**src/rtl/ptfm_div.sv**
```systemverilog
// pipelined restoring divider, one quotient bit per stage, saturating quotient
module ptfm_div #(
  parameter int NW = 42,
  parameter int DW = 10,
  parameter int QW = 31,
  parameter int SW = 8
) (
  input  logic          clk,
  input  logic          rst_n,
  input  logic          en,
  input  logic          in_valid,
  input  logic [NW-1:0] num,
  input  logic [DW-1:0] den,
  input  logic [SW-1:0] side,
  output logic          out_valid,
  output logic [QW-1:0] quo,
  output logic [SW-1:0] out_side
);

  logic          v_r    [0:QW];
  logic [DW-1:0] rem_r  [0:QW];
  logic [QW-1:0] low_r  [0:QW];
  logic [QW-1:0] q_r    [0:QW];
  logic [DW-1:0] den_r  [0:QW];
  logic          sat_r  [0:QW];
  logic [SW-1:0] side_r [0:QW];

  logic [NW-1:0] hi;
  logic          sat_nxt;

  assign hi      = num >> QW;
  assign sat_nxt = hi >= NW'(den);

  always_ff @(posedge clk) begin
    if (!rst_n) begin
      v_r[0] <= 1'b0;
    end else if (en) begin
      v_r[0] <= in_valid;
    end
    if (en) begin
      rem_r[0]  <= hi[DW-1:0];
      low_r[0]  <= num[QW-1:0];
      q_r[0]    <= '0;
      den_r[0]  <= den;
      sat_r[0]  <= sat_nxt;
      side_r[0] <= side;
    end
  end

  for (genvar i = 1; i <= QW; i++) begin : g_stage
    logic [DW:0]   trial;
    logic          ge;
    logic [DW-1:0] rem_nxt;

    always_comb begin
      trial   = {rem_r[i-1], low_r[i-1][QW-1]};
      ge      = trial >= {1'b0, den_r[i-1]};
      rem_nxt = ge ? DW'(trial - {1'b0, den_r[i-1]}) : trial[DW-1:0];
    end

    always_ff @(posedge clk) begin
      if (!rst_n) begin
        v_r[i] <= 1'b0;
      end else if (en) begin
        v_r[i] <= v_r[i-1];
      end
      if (en) begin
        rem_r[i]  <= rem_nxt;
        low_r[i]  <= low_r[i-1] << 1;
        q_r[i]    <= {q_r[i-1][QW-2:0], ge};
        den_r[i]  <= den_r[i-1];
        sat_r[i]  <= sat_r[i-1];
        side_r[i] <= side_r[i-1];
      end
    end
  end

  assign out_valid = v_r[QW];
  assign quo       = sat_r[QW] ? '1 : q_r[QW];
  assign out_side  = side_r[QW];

endmodule

```
**config.mk**
```make
export PLATFORM = sky130hd
export DESIGN_NAME = ptfm_div
export DESIGN_NICKNAME = d
export VERILOG_FILES = /design/src/rtl/ptfm_div.sv
export SDC_FILE = /design/constraint.sdc
export NUM_CORES = 2
export LEC_CHECK = 0
export ABC_AREA = 1
export BUFFER_PORTS_ARGS = -buffer_cell sky130_fd_sc_hd__buf_2
export CAP_MARGIN = 20
export CORE_MARGIN = 8
export CORE_UTILIZATION = 55
export CTS_CLUSTER_SIZE = 20
export DETAILED_ROUTE_END_ITERATION = 16
export PLACE_DENSITY = 0.71
export SYNTH_ARGS = -nofsm -noshare
export SYNTH_HDL_FRONTEND = slang
export SYNTH_SLANG_ARGS = --single-unit
```
**constraint.sdc**
```tcl
create_clock -name clk -period 2.5 [get_ports clk]
set_input_delay 0.5 -clock clk [delete_from_list [all_inputs] [get_ports clk]]
set_output_delay 0.5 -clock clk [all_outputs]
set_load 0.02 [all_outputs]
```
After elaboration in Yosys (flattened, before gate mapping)
Memory sizes are Yosys's and may differ from the RTL's.
Index checks and enable logic that the tools add are counted.
W data, S select, Z words.
- output and inout port bits: 40
- register bits: 0
- memory bits (writable): 2944
- word-level logic and storage cells: 171
- memories kept: 7
- input port bits: 64
- order comparisons: 32
- $add $sub $neg: 31
- multiplexer cells: 69
- bitwise operators: 32
- memories (name ; depth ; width ; read ports ; clocked after Yosys merged registers in ; write ports ; RTL line ; RTL):
    low_r ; 32 ; 31 ; 31 ; 0 ; 32 ; 22 ; logic [QW-1:0] low_r [0:QW];
    q_r ; 32 ; 31 ; 32 ; 0 ; 32 ; 23 ; logic [QW-1:0] q_r [0:QW];
    den_r ; 32 ; 10 ; 31 ; 0 ; 32 ; 24 ; logic [DW-1:0] den_r [0:QW];
    rem_r ; 32 ; 10 ; 31 ; 0 ; 32 ; 21 ; logic [DW-1:0] rem_r [0:QW];
    side_r ; 32 ; 8 ; 32 ; 0 ; 32 ; 26 ; logic [SW-1:0] side_r [0:QW];
    sat_r ; 32 ; 1 ; 32 ; 0 ; 32 ; 25 ; logic sat_r [0:QW];
    +1 memories ; -- ; -- ; -- ; -- ; -- ; -- ;
- operators by type and width (operator ; number):
    $ge A11 B10 Y1 ; 32
    $mux W10 ; 31
    $sub A10 B10 Y10 ; 31
    $mux W1 ; 37
    $or A1 B1 Y1 ; 32
    $mux W31 ; 1

Longest topological paths before layout
- word-level depth: 4
- gate-level depth with buffers: 12
- mapped depth without buffers: 12

Worst setup path after synthesis
OpenSTA, ideal clock, no wires.
- path type: flip-flop to flip-flop
- from: memory rem_r[11][1]
- to: memory rem_r[12][9], data pin
- period minus slack after synthesis: 1.838 ns
- buffers on the path: 2
- data arrival time: 1.586 ns
- required time: 2.248 ns
- slack: 0.662 ns
- library setup time: 0.252 ns
- cell stages (with the launch flop): 12
- path through: edfxtp_1 ha_1 buf_6 a21oi_2 nand2_1 nand2_1 nand2_1 nand2_4 nand2_4 buf_12 nand3_4 nand2_2
- RTL lines (what ; RTL line):
    from (decl) ; 21

==> results.ini <==
[logic_synthesis]
async_reset_ff_share_pct=0
synth_enable_flop_cells=1931
synth_most_common_cell=edfxtp_1
synthesis.instances=6297
synth.area.top_cells=edfxtp_1 (72%), nand2_1 (8.2%), ha_1 (5.0%)
ys.flop_type=edfxtp_1
synth_top_cell_area_share_pct=72.29
seq_area_frac_synth_pct=72.31
synthTopCellsByCount=edfxtp_1 (1931), nand2_1 (1758), inv_1 (887), nand3_1 (453), ha_1 (320)
yosysWarnings=0
ys_ff_latch=1932
synth_cell_types=33
post-synth-top-area-cell=edfxtp_1
syn_area_per_cell_um2=12.74
syn-cell-area_um2=80210
synth.net_count=6711

[power_and_ir_drop]
pwr-share-comb_pct=25.9
power_frac_clock_pct=29.5
total_leakage_power_nw=38.11
net-switching-power_w=0.03086
power.share.sequential_pct=44.6
intPower_w=0.06803
swShare_pct=31.21
vdd_drop_max_mv=0.6538
powerDensity_nw_per_um2=1091

[route]
ant_nets=0
wl_um=132400
vias_per_cell=4.987
drt-wirelength-per-cell_um=15.13
drc=0
drtPass1Iterations=5
drtIter0Drc=2786
routed-via-count=43650

[global_routing]
antenna_found_initial=2
grt_pass1_wl_um=216200
grt_max_degree=112
grt.total_usage_pct=16.73
grt_pass1_vias=42960
grt_overflow=0

[floorplan]
core_um2=145200
die_h_um=397.9
core.rowCount=140
ios=104
die_w_um=397.9
start_util_pct=55.24
die-area_um2=158300

[sta]
period_share_pct=96.89
setup-tns-final_ps=0
rsz0062_at_grt=yes
slew_viol_final=0
fin_crit_ps=2422
hold_viol=0
slew-limit-headroom_pct=58.71
clock_skew_ps=35.34
clock.fmax_mhz=412.8
finalSetupViolations=0
worst_slew_pin_slew_ps=619.4

[clock_network]
cts-root-buf=clkbuf_16
clk_latency_ps=820
cts_tree=built
cts_sinks=1932
post-cts-setup-buffers=0
numCtsBuffers=191
cts-htree-levels=4
cts_buffer_depth=3
cts.clk_slew.worst_paths_ps=60

[worst_setup_path]
cp_data_arrival_time_ps=1920
start_kind=register
required_ps=2000
end_kind=output port
cpPeakStageDelay_ps=420
crit_chain=buf_12 -> or2_2 -> buf_4
critical_path_class=register to output port
cp_top_family=flip-flops
crit_slowest_cell=edfxtp_1
path_buf_inv=2
crit_fanout=32

[cells_and_area]
fin_nets=7087
fin_util_pct=62.44
area_growth_pct=13.03
multiInputGateArea_um2=18210
drive_gt1_share_pct=9.612
num-fill-cells=10940
seqCellArea_um2=58010

[run]
maxCapViolations=0

[min_path]
holdCritPathClass=input pin to register

[placement]
place_congestion=0.8682
port_buffers=103
hpwl_um=90620

[status]
outcome=complete, no violations

-- tightest hold or removal path, stage by stage --
cell and delay [ps]:
buf_12 180, nand3_1 110, o21ai_0 60
-- kinds of logic after synthesis --
group	Yosys count	synth area share, %
AOI/OAI and AO/OA	227	1.547
xor gates and xnor gates	90	0.9827
adders and majority gates	350	5.740
buffers and inverters	971	4.990
DFF	1932	72.31
and+or+nand+nor	2727	14.43
-- area by class of cell --
class,count,area share [%]
clock buffer,204,5.372
antenna,1,0.002760
timing repair buffer,243,2.302
inverter,911,3.772
clock inverter,151,1.841
multi-input combinational,3394,20.09
sequential,1932,63.98
tap,1917,2.645
-- flip-flops by register name (all words and copies together) (netlist names) --
signal  count
low_r     496
q_r       496
den_r     310
rem_r     310
side_r    256
sat_r      32
v_r        32
-- power groups by stage --
stage | Clock [W] | Sequential, W | Combinational, W
3_5_place_dp | 0 | 0.0448 | 0.0254
6_report | 0.0292 | 0.0441 | 0.0256
5_1_grt | 0.0313 | 0.0446 | 0.0295
2_1_floorplan | 0 | 0.0437 | 0.0202
3_3_place_gp | 0 | 0.0447 | 0.0250
4_1_cts | 0.0300 | 0.0442 | 0.0256
-- final timing paths --
check                                     to  slack, ps          from  cells past startpoint
worst min-delay path                 v_r[16]        120            en                      3
worst min register to register    q_r[25][5]        390    q_r[24][4]                      0
worst max register to register  rem_r[23][7]        230  rem_r[22][4]                     10
worst max-delay path                  quo[6]         80   sat_r[3][7]                      3
-- through the flow --
| stage | area [µm²] | hold slack, ps | std cells | total power, W | setup slack [ps] |
|---|---|---|---|---|---|
| 2_1_floorplan | 80210 | 400.3 | 6297 | 0.06389 | 662.0 |
| 3_3_place_gp | 83470 | 400.2 | 8335 | 0.06977 | 186.7 |
| 3_5_place_dp | 83470 | 404.5 | 8335 | 0.07016 | 152.9 |
| 4_1_cts | 90630 | 55.55 | 8752 | 0.09987 | -9.585 |
| 5_1_grt | 90670 | 112.9 | 8753 | 0.1053 | -30.55 |
| 6_report | 90670 | 116.4 | 8753 | 0.09889 | 77.66 |
-- layout by cell type, fill, tap and decap left out, drive strengths merged, types with 30 or more instances in the layout --
master,synthesis,final
clkbuf,6,204
fa,30,30
ha,320,320
nor2,300,300
inv,911,921
or2,64,64
nand3,479,479
a21oi,160,160
o21ai,35,35
edfxtp,1931,1931
dlygate4sd3,0,62
xor2,90,90
nand2,1798,1798
clkinv,0,102
buf,54,181
nand4,39,39
-- per-layer routing --
| metal | part of all wire [%] | vias to the layer above | global-route usage [%] |
|---|---|---|---|
| li1 | - | 22050 | - |
| met1 | 46 | 20600 | 22.53 |
| met2 | 47 | 756 | 27.92 |
| met3 | 4.1 | 247 | 3.026 |
| met4 | 2.5 | 0 | 5.215 |
| met5 | 0 | - | 0 |
-- timing repair --
action	in CTS	in global routing
hold buffers	62	0
endpoints found under the setup margin	31	31
endpoints found under the hold margin	62	0
resized for setup	1	10
pin swaps	0	0
(Power assumes the default switching activity.)
